File: config.mk
export PLATFORM = sky130hd
export DESIGN_NAME = sign_stack_add_sub_evaluator
export DESIGN_NICKNAME = d
export VERILOG_FILES = /design/src/design/ssae_pkg.sv /design/src/design/ssae_stack_cell.sv /design/src/design/sign_stack_add_sub_evaluator.sv
export SDC_FILE = /design/constraint.sdc
export NUM_CORES = 1
export LEC_CHECK = 0
export ABC_AREA = 1
export BUFFER_PORTS_ARGS = -buffer_cell sky130_fd_sc_hd__buf_2
export CORE_MARGIN = 1
export CORE_UTILIZATION = 30
export DETAILED_ROUTE_END_ITERATION = 7
export PLACE_DENSITY_LB_ADDON = 0.2
export SETUP_SLACK_MARGIN = 0.5
export SLEW_MARGIN = 30
export SYNTH_ARGS = -nofsm -noshare
export SYNTH_HDL_FRONTEND = slang
export SYNTH_SLANG_ARGS = --single-unit
File: constraint.sdc
create_clock -name clk -period 4.7 [get_ports clk]
set_input_delay 0.235 -clock clk [delete_from_list [all_inputs] [get_ports clk]]
set_output_delay 0.235 -clock clk [all_outputs]
set_load 0.005 [all_outputs]
File: src/design/ssae_pkg.sv
// Package for the sign-stack add/subtract expression evaluator.
// Character codes, field widths and the stack cell control struct.
// No dependencies.
`default_nettype none

package ssae_pkg;

    // Field widths
    localparam int CHAR_W  = 8;
    localparam int VALUE_W = 32;

    // ASCII codes the evaluator reacts to
    localparam logic [CHAR_W-1:0] CH_ZERO   = 8'h30;
    localparam logic [CHAR_W-1:0] CH_NINE   = 8'h39;
    localparam logic [CHAR_W-1:0] CH_LPAREN = 8'h28;
    localparam logic [CHAR_W-1:0] CH_RPAREN = 8'h29;
    localparam logic [CHAR_W-1:0] CH_PLUS   = 8'h2B;
    localparam logic [CHAR_W-1:0] CH_MINUS  = 8'h2D;

    // Shift command broadcast to every stack cell
    typedef struct packed {
        logic push;   // shift toward the bottom, new sign enters the top cell
        logic pop;    // shift toward the top
    } stack_ctrl_t;

endpackage : ssae_pkg

`default_nettype wire

File: src/design/ssae_stack_cell.sv
// One cell of the sign stack: holds a single sign bit.
// Takes its neighbor's bit on a push or pop. Depends on ssae_pkg.
`default_nettype none

module ssae_stack_cell (
    input  wire                  clk,
    input  ssae_pkg::stack_ctrl_t ctrl,
    input  wire                  from_above,   // neighbor nearer the top
    input  wire                  from_below,   // neighbor nearer the bottom
    output logic                 sign
);
    import ssae_pkg::*;

    logic sign_reg;
    logic sign_next;

    // Push moves data down, pop moves data up, otherwise hold
    always_comb
    begin
        sign_next = sign_reg;
        if (ctrl.push)
        begin
            sign_next = from_above;
        end
        else if (ctrl.pop)
        begin
            sign_next = from_below;
        end
    end

    // Payload bit, no reset (entries are written by a push before use)
    always_ff @(posedge clk)
    begin
        sign_reg <= sign_next;
    end

    assign sign = sign_reg;

endmodule : ssae_stack_cell

`default_nettype wire

File: src/design/sign_stack_add_sub_evaluator.sv
// Top level of the sign-stack add/subtract expression evaluator.
// Instantiates a row of ssae_stack_cell; depends on ssae_pkg.
//
// Evaluates an expression of decimal integers, '+', '-', parentheses and
// spaces, one ASCII character per request on the slave side, the final one
// marked by s_tlast. A new request is accepted every cycle as long as the
// result output is free or being taken; the only thing that stalls input
// is a held result on the master side. The signs of open parentheses live
// in a row of MAX_NESTING cells that shift as a stack, the top in the first
// cell. On the last character the block emits the 32-bit wrapped total in
// m_tdata and an error flag in m_tuser (stack overflow or unmatched ')'),
// then returns to its reset state for the next expression. Unknown
// characters are ignored but end a digit run. Unclosed parentheses are
// not an error.
`default_nettype none

module sign_stack_add_sub_evaluator #(
    parameter int MAX_NESTING = 64
) (
    input  wire         clk,
    input  wire         rst_n,
    // Character requests
    input  wire         s_tvalid,
    output logic        s_tready,
    input  wire  [7:0]  s_tdata,    // [7:0] character
    input  wire         s_tlast,    // last character of the expression
    // Results
    output logic        m_tvalid,
    input  wire         m_tready,
    output logic [31:0] m_tdata,    // [31:0] value
    output logic [0:0]  m_tuser     // [0] error
);
    import ssae_pkg::*;

    localparam int DEPTH_W = $clog2(MAX_NESTING + 1);

    // Evaluator state
    logic [DEPTH_W-1:0] depth_reg, depth_next;
    logic               neg_reg, neg_next;
    logic [VALUE_W-1:0] total_reg, total_next;
    logic [VALUE_W-1:0] num_reg, num_next;
    logic               in_num_reg, in_num_next;
    logic               err_reg, err_next;

    // Result register
    logic               out_valid_reg, out_valid_next;
    logic [VALUE_W-1:0] out_value_reg, out_value_next;
    logic               out_err_reg, out_err_next;

    logic               accept;
    logic               is_digit;
    logic [VALUE_W-1:0] num_times_ten;
    logic [VALUE_W-1:0] digit_num;
    logic [VALUE_W-1:0] flushed_total;
    logic [VALUE_W-1:0] final_total;
    logic               top_neg;
    stack_ctrl_t        stack_ctrl;
    logic [MAX_NESTING-1:0] cell_sign;

    // Handshake: result register frees up when taken
    assign s_tready = !out_valid_reg || m_tready;
    assign accept   = s_tvalid && s_tready;

    // Sign stack: cell 0 is the top
    genvar gi;
    generate
        for (gi = 0; gi < MAX_NESTING; gi++)
        begin : g_cell
            logic above, below;
            if (gi == 0)
            begin : g_top
                assign above = neg_reg;
            end
            else
            begin : g_mid
                assign above = cell_sign[gi-1];
            end
            if (gi == MAX_NESTING - 1)
            begin : g_bot
                assign below = 1'b0;
            end
            else
            begin : g_up
                assign below = cell_sign[gi+1];
            end
            ssae_stack_cell u_cell (
                .clk        (clk),
                .ctrl       (stack_ctrl),
                .from_above (above),
                .from_below (below),
                .sign       (cell_sign[gi])
            );
        end
    endgenerate

    assign top_neg = (depth_reg != '0) && cell_sign[0];

    // Digit accumulate: n*10 as two shifts plus an add
    assign is_digit      = s_tdata inside {[CH_ZERO:CH_NINE]};
    assign num_times_ten = {num_reg[VALUE_W-4:0], 3'b000} + {num_reg[VALUE_W-2:0], 1'b0};
    assign digit_num     = num_times_ten + {{(VALUE_W-4){1'b0}}, s_tdata[3:0]};

    // Pending run folded into the total
    assign flushed_total = !in_num_reg ? total_reg :
                           (neg_reg ? total_reg - num_reg : total_reg + num_reg);
    assign final_total   = !is_digit ? flushed_total :
                           (neg_reg ? total_reg - digit_num : total_reg + digit_num);

    // Per-character state update
    always_comb
    begin
        depth_next  = depth_reg;
        neg_next    = neg_reg;
        total_next  = total_reg;
        num_next    = num_reg;
        in_num_next = in_num_reg;
        err_next    = err_reg;
        stack_ctrl  = '0;

        if (accept)
        begin
            if (is_digit)
            begin
                num_next    = digit_num;
                in_num_next = 1'b1;
            end
            else
            begin
                total_next  = flushed_total;
                num_next    = '0;
                in_num_next = 1'b0;
                case (s_tdata)
                    CH_LPAREN:
                    begin
                        if (depth_reg < DEPTH_W'(MAX_NESTING))
                        begin
                            stack_ctrl.push = 1'b1;
                            depth_next      = depth_reg + 1'b1;
                        end
                        else
                        begin
                            err_next = 1'b1;
                        end
                    end
                    CH_RPAREN:
                    begin
                        if (depth_reg != '0)
                        begin
                            stack_ctrl.pop = 1'b1;
                            depth_next     = depth_reg - 1'b1;
                        end
                        else
                        begin
                            err_next = 1'b1;
                        end
                    end
                    CH_PLUS:  neg_next = top_neg;
                    CH_MINUS: neg_next = !top_neg;
                    default:  ;
                endcase
            end

            // End of expression: clear for the next one
            if (s_tlast)
            begin
                depth_next  = '0;
                neg_next    = 1'b0;
                total_next  = '0;
                num_next    = '0;
                in_num_next = 1'b0;
                err_next    = 1'b0;
            end
        end
    end

    // Result register load / drain
    always_comb
    begin
        out_valid_next = out_valid_reg;
        out_value_next = out_value_reg;
        out_err_next   = out_err_reg;
        if (accept && s_tlast)
        begin
            out_valid_next = 1'b1;
            out_value_next = final_total;
            out_err_next   = err_reg
                             || (!is_digit && (s_tdata == CH_LPAREN)
                                 && (depth_reg >= DEPTH_W'(MAX_NESTING)))
                             || (!is_digit && (s_tdata == CH_RPAREN)
                                 && (depth_reg == '0));
        end
        else if (m_tready)
        begin
            out_valid_next = 1'b0;
        end
    end

    // Control state
    always_ff @(posedge clk or negedge rst_n)
    begin
        if (!rst_n)
        begin
            depth_reg     <= '0;
            neg_reg       <= 1'b0;
            total_reg     <= '0;
            num_reg       <= '0;
            in_num_reg    <= 1'b0;
            err_reg       <= 1'b0;
            out_valid_reg <= 1'b0;
        end
        else
        begin
            depth_reg     <= depth_next;
            neg_reg       <= neg_next;
            total_reg     <= total_next;
            num_reg       <= num_next;
            in_num_reg    <= in_num_next;
            err_reg       <= err_next;
            out_valid_reg <= out_valid_next;
        end
    end

    // Result payload
    always_ff @(posedge clk)
    begin
        out_value_reg <= out_value_next;
        out_err_reg   <= out_err_next;
    end

    assign m_tvalid   = out_valid_reg;
    assign m_tdata    = out_value_reg;
    assign m_tuser[0] = out_err_reg;

endmodule : sign_stack_add_sub_evaluator

`default_nettype wire
After elaboration in Yosys (flattened, before gate mapping)

Index checks and enable logic that the tools add are counted.

Register bits after elaboration: 172
Bits in latches: 0
Memory bits (writable): 0
Memory bits (read-only): 0
Input bits: 13
Word-level logic and storage cells: 277
Memories kept: 0

Add/sub/neg operators: 8
Multipliers: 0
Divide/modulo/power cells: 0
Order comparisons: 4
Eq/ne operators: 9
Shifts and indexed selects: 0
Muxes and demuxes: 159
Bitwise operators: 0
Reductions and logical operators: 24

Operators by type and width:

| operator                                                                             | number |
|---|---|
| 32-bit two-way mux                                                                   | 8 |
| 1-bit two-way mux                                                                    | 142 |
| 32-bit adder                                                                         | 3 |
| 32-bit subtractor                                                                    | 2 |
| 32-bit by 4-bit adder with 32-bit output                                             | 1 |
| 8-bit by 6-bit equality test with 1-bit output (second input constant)               | 4 |
| 7-bit two-way mux                                                                    | 4 |
| 7-bit one-hot mux with 2 select lines                                                | 1 |
| 3-bit inequality test (second input constant)                                        | 4 |
| 5-bit AND reduction                                                                  | 2 |
| 8-bit by 6-bit greater-or-equal comparator with 1-bit output (second input constant) | 1 |
| 8-bit by 6-bit less-or-equal comparator with 1-bit output (second input constant)    | 1 |
| 1-bit logical AND                                                                    | 8 |
| 7-bit by 1-bit adder with 7-bit output (second input constant)                       | 1 |
| 7-bit greater-or-equal comparator (second input constant)                            | 1 |
| 7-bit zero test                                                                      | 1 |
| 7-bit < comparator (second input constant)                                           | 1 |
| 7-bit nonzero test                                                                   | 1 |
| 7-bit by 1-bit subtractor with 7-bit output (second input constant)                  | 1 |
| 3-bit nonzero test                                                                   | 2 |
| 2-bit two-way mux                                                                    | 2 |
| 1-bit one-hot mux with 2 select lines                                                | 2 |
| 2-bit nonzero test                                                                   | 2 |
| 1-bit zero test                                                                      | 3 |
| other kinds (4)                                                                      | 6 |

Depth between registers and ports, before layout

Depth in word-level cells: 7
Gate-level depth with buffers: 35
Gate-level depth less buffers: 35

Hierarchy

From an unflattened synthesis, not the netlist that was laid out.

Cell total of the unflattened synthesis: 2220
Area, all modules: 15511.1 um^2

By module, submodules not included:

| module                       | instances | cells an instance | area an instance (um^2) | sequential area each (um^2) |
|---|---|---|---|---|
| sign_stack_add_sub_evaluator | 1         | 1836              | 12228.0                 | 2867.8 |
| ssae_stack_cell              | 64        | 6                 | 51.3                    | 30.0 |

Worst setup path before layout

No wires, ideal clock.

Path type: reg-to-reg
Start: register num_reg[0]
End: register out_value_reg[30] (netlist: m_tdata[30]) (data pin)
Library setup time: 254 ps
Data arrival time: 4196 ps
Path slack: 250 ps
Cell stages (with the launch flop): 27
Path buffers: 0
Path through: dfrtp_1 inv_1 fa_1 fa_1 nand3_1 nor2_2 nand3_2 nor2_4 nand3_2 nor2_4 nand3_2 nor2_4 nand2_2 nand2_4 o21ai_2 nor2_2 xor2_1 inv_1 ha_1 inv_1 nor3_1 nor3b_1 a221oi_1 nand2_1 or2_2 nand3_1 nand2_1

Word-level cells in the longest chain between the ends: 5
Elaborated cells on any way between the ends: 10

RTL lines:

| element                                                  | line                                | RTL |
|---|---|---|
| start, declared                                          | sign_stack_add_sub_evaluator.sv:41  | `logic [VALUE_W-1:0] num_reg, num_next;` |
| start signal, assigned                                   | sign_stack_add_sub_evaluator.sv:216 | `num_reg <= num_next;` |
| 32-bit adder                                             | sign_stack_add_sub_evaluator.sv:100 | `assign num_times_ten = {num_reg[VALUE_W-4:0], 3'b000} + {num_reg[VALUE_W-2:0], 1'b0};` |
| 32-bit by 4-bit adder with 32-bit output                 | sign_stack_add_sub_evaluator.sv:101 | `assign digit_num = num_times_ten + {{(VALUE_W-4){1'b0}}, s_tdata[3:0]};` |
| 32-bit adder / 32-bit subtractor (equally long branches) | sign_stack_add_sub_evaluator.sv:107 | `(neg_reg ? total_reg - digit_num : total_reg + digit_num);` |
| 32-bit two-way mux                                       | sign_stack_add_sub_evaluator.sv:107 |  |
| 32-bit two-way mux *                                     | sign_stack_add_sub_evaluator.sv:106 | `assign final_total = !is_digit ? flushed_total :` |
| net final_total[30]                                      | sign_stack_add_sub_evaluator.sv:55  | `logic [VALUE_W-1:0] final_total;` |
| end signal, assigned                                     | sign_stack_add_sub_evaluator.sv:226 | `out_value_reg <= out_value_next;` |
| end, declared                                            | sign_stack_add_sub_evaluator.sv:47  | `logic [VALUE_W-1:0] out_value_reg, out_value_next;` |

Mark *: on every way through the listed nets, which the timed path passes. The rest lies on a longest branch.
A chain may end at the register's enable or synchronous reset.

Final worst setup path

Start: register num_reg[0]
End: register out_value_reg[31] (netlist: m_tdata[31]) (data pin)

Same word-level chain as after synthesis.

==> impl_metrics.py <==
metrics = {
    "status": {
        "status": "complete, but fails checks",
        "violations": "negative setup slack",
    },
    "clock_tree": {
        "clkLatencyLatePin_ns": 0.50,
        "cts-buffers-inserted": 17,
        "path_clk_slew_ns": 0.07,
        "cts_tree": "yes",
        "clkSinkCount": 172,
        "root_buffer": "clkbuf_16",
        "cts_buffer_depth": 2,
        "h-tree-depth": 4,
    },
    "synthesis": {
        "syn_nets": 2175,
        "ys_warn_count": 0,
        "yosys.area.top_type": "edfxtp_1",
        "ys.flop_type": "edfxtp_1",
        "yosysMostFrequentCell": "nand2_1",
        "synth_edf_count": 97,
        "ys_ff_latch": 172,
        "synthTopCellsByArea": "edfxtp_1 19%, dfrtp_1 12%, nand2_1 12%",
        "synth_commonest_cells": "497 x nand2_1, 292 x inv_1, 130 x nor2_1",
        "ys_types": 53,
        "synth_top_area_share_pct": 19.3,
        "syn_area_sq_um": 15100,
        "syn_area_per_cell_sq_um": 7.44,
        "seq_area_frac_synth_pct": 31.7,
        "syn_inst": 2030,
        "synth-async-reset-ratio_pct": 43.6,
    },
    "timing": {
        "fin_skew_ns": 0.0161,
        "fin_crit_ns": 4.77,
        "grt_setup_unrepaired": "true",
        "relSlewSlack_pct": 42.7,
        "min_period_over_period_pct": 102,
        "worstMarginPinSlew_ns": 0.860,
        "hold_viol": 0,
        "maxSlewViolCount": 0,
        "final-setup-viol-count": 4,
        "max_freq_mhz": 210,
        "holdWs_ns": 0.0776,
        "fin_ws_ns": -0.0712,
    },
    "worst_hold_path": {
        "min_from": "m_tready",
        "holdPathStages": 4,
        "hold_path_class": "in -> reg",
        "min_to": "m_tvalid",
    },
    "final_layout": {
        "final_cell_area_sq_um": 20000,
        "largest_reg_flops": 64,
        "antennaDiodeCount": 0,
        "area_delta_synth_final_pct": 32.3,
        "final_nets": 2476,
        "drive_gt1_share_pct": 30.2,
    },
    "floorplan": {
        "fp.dieH_microns": 226,
        "die_w_microns": 226,
        "rows": 81,
        "die-area_sq_um": 51200,
        "initial_core_util_pct": 30.7,
        "pin_count": 48,
        "coreArea_sq_um": 49300,
    },
    "critical_path": {
        "slowest_stage": "fa_2",
        "cp_max_fo": 4,
        "r2r_end": "m_tdata[31]",
        "crit_buf_inv": 4,
        "reg2reg_from": "num_reg[0]",
        "critPathMaxStageDelay_ns": 0.57,
        "worstPathArrival_ns": 5.02,
        "startpoint_type": "flop",
        "r2r_cells": 29,
        "crit_top_cell": "nor2_4",
        "worstPathRequired_ns": 4.95,
        "cp_top_family": "simple AND/OR/NAND/NOR gates",
        "reg2reg_slack_ns": -0.07,
        "path_class": "reg -> reg",
        "endpoint_kind": "flop",
    },
    "routing": {
        "wl_met2_microns": 22800,
        "drt-met1-wl_microns": 22000,
        "dr.pass1.iters": 5,
        "viasPerCell": 4.81,
        "num_vias": 14458,
        "wl_met3_microns": 1280,
        "drt-total-wl_microns": 47000,
        "drtAntennaViolNets": 0,
        "highest_layer": "met4",
        "drtIter0Drc": 783,
        "wire_per_inst_microns": 15.6,
        "drc": 0,
    },
    "power": {
        "vdd_ir_drop_max_mv": 0.302,
        "p_sw_mw": 1.85,
        "power_density_nw_per_um2": 257,
        "power_frac_comb_pct": 38.3,
        "sequentialPowerShare_pct": 32.4,
        "p_sw_share_pct": 36.1,
        "leakage_nw": 9.84,
        "pwr-share-clk_pct": 29.3,
        "p_int_mw": 3.27,
    },
    "global_routing": {
        "grt-ovfl-total": 0,
        "grt_pass1_vias": 13993,
        "grt_max_degree": 68,
        "grt_usage_pct": 18.4,
        "grt_pass1_wl_microns": 72700,
        "grt_antenna_before_repair": 0,
    },
    "job": {
        "cap_violations": 0,
    },
    "place": {
        "gp_congestion": 0.927,
        "hpwl_microns": 37500,
        "io_buffers": 47,
        "dp_slack_ns": -0.348,
        "placed_area_sq_um": 18000,
    },
}
## power groups by stage
stage / Combinational [mW] / Clock [mW] / Sequential (mW)
after detailed placement: 1.65 / 0 / 1.69
final: 1.96 / 1.50 / 1.66
after CTS: 1.75 / 1.56 / 1.66
after floorplan: 1.01 / 0 / 1.68
after global placement: 1.64 / 0 / 1.69
after global routing: 2.14 / 1.60 / 1.66
## metrics by stage
| stage | utilization [%] | std cells | setup TNS [ns] | total power [mW] |
|---|---|---|---|---|
| 2_1_floorplan | - | 2030 | 0 | 2.70 |
| 3_3_place_gp | 36.4 | 2946 | -1.47 | 3.33 |
| 3_5_place_dp | 36.5 | 2947 | -2.56 | 3.34 |
| 4_1_cts | 38.8 | 2987 | 0 | 4.97 |
| 5_1_grt | 40.5 | 3008 | -2.29 | 5.41 |
| 6_report | 40.5 | 3008 | -0.146 | 5.12 |
## worst reg2reg max path, delay by kind of cell, from the launching register on
family / cells / cell delay (ns)
fa+ha+maj: 3 / 1.35
buf+inv: 4 / 0.31
xor+xnor: 1 / 0.18
flops: 1 / 0.39
simple gates: 17 / 1.71
compound gates: 4 / 0.62
## routing by layer
metal | track usage, % | up-vias
met1 | 23.9 | 6809
met4 | 6.21 | 0
met3 | 2.53 | 64
met2 | 31.2 | 212
li1 | - | 7373
met5 | 0 | -
## kinds of logic (layout without fill, tap and decap cells)
logic type	count (synthesis)	count (layout)	share of synthesized area (%)
compound gates	332	332	12.4
fa+ha+maj	132	132	11.2
mux	65	65	4.81
xor+xnor	97	97	5.63
buf+inv	348	662	8.71
flops	172	172	31.7
simple gates	884	884	25.6
## layout make-up
cell class | instances | area, sq um
Clock buffer | 23 | 543
Clock inverter | 9 | 68.8
Fill cell | 5125 | 29300
Inverter | 312 | 1180
Multi-Input combinational cell | 1510 | 10200
Sequential cell | 172 | 4790
Tap cell | 664 | 831
Timing Repair Buffer | 318 | 2340
## timing repair
action / in CTS / in global routing
setup endpoints to repair: 25 / 29
hold buffers: 1 / 0
pin swaps: 38 / 64
gates resized for setup: 110 / 172
gates cloned: 0 / 0
hold endpoints to repair: 17 / 0
buffers inserted: 7 / 21
## worst max path at each step
stage,startpoint,to,slack [ns],cells after the start
4_1_cts,num_reg[0],m_tdata[30],0.002,25
3_5_place_dp,num_reg[0],m_tdata[29],-0.35,24
3_3_place_gp,num_reg[0],m_tdata[29],-0.32,23
6_report,num_reg[0],m_tdata[31],-0.07,29
5_1_grt,num_reg[0],m_tdata[27],-0.26,25
2_1_floorplan,num_reg[1],m_tdata[31],0.36,26
## cells in the final DEF, fill, tap and decap left out, types with 13 or more instances in the layout
cell type / synthesis / layout
ha_4: 0 / 19
inv_2: 16 / 39
nor2_1: 130 / 105
clkbuf_16: 0 / 21
edfxtp_1: 97 / 97
nand3_2: 6 / 17
buf_4: 0 / 257
o22ai_1: 40 / 40
o21ai_0: 122 / 90
buf_2: 7 / 46
nand4_1: 23 / 23
a21oi_2: 1 / 26
nand2_1: 497 / 454
nand2_2: 14 / 50
o21ai_2: 6 / 20
o21ai_1: 4 / 18
ha_1: 127 / 104
xnor2_1: 25 / 21
a21oi_1: 104 / 71
buf_6: 0 / 13
nor2_2: 7 / 26
or2_2: 17 / 14
nand3_1: 125 / 112
dfrtp_1: 75 / 75
inv_1: 292 / 267
mux2_2: 61 / 61
xor2_1: 72 / 63
No activity file was read; power rests on OpenSTA's default activity.
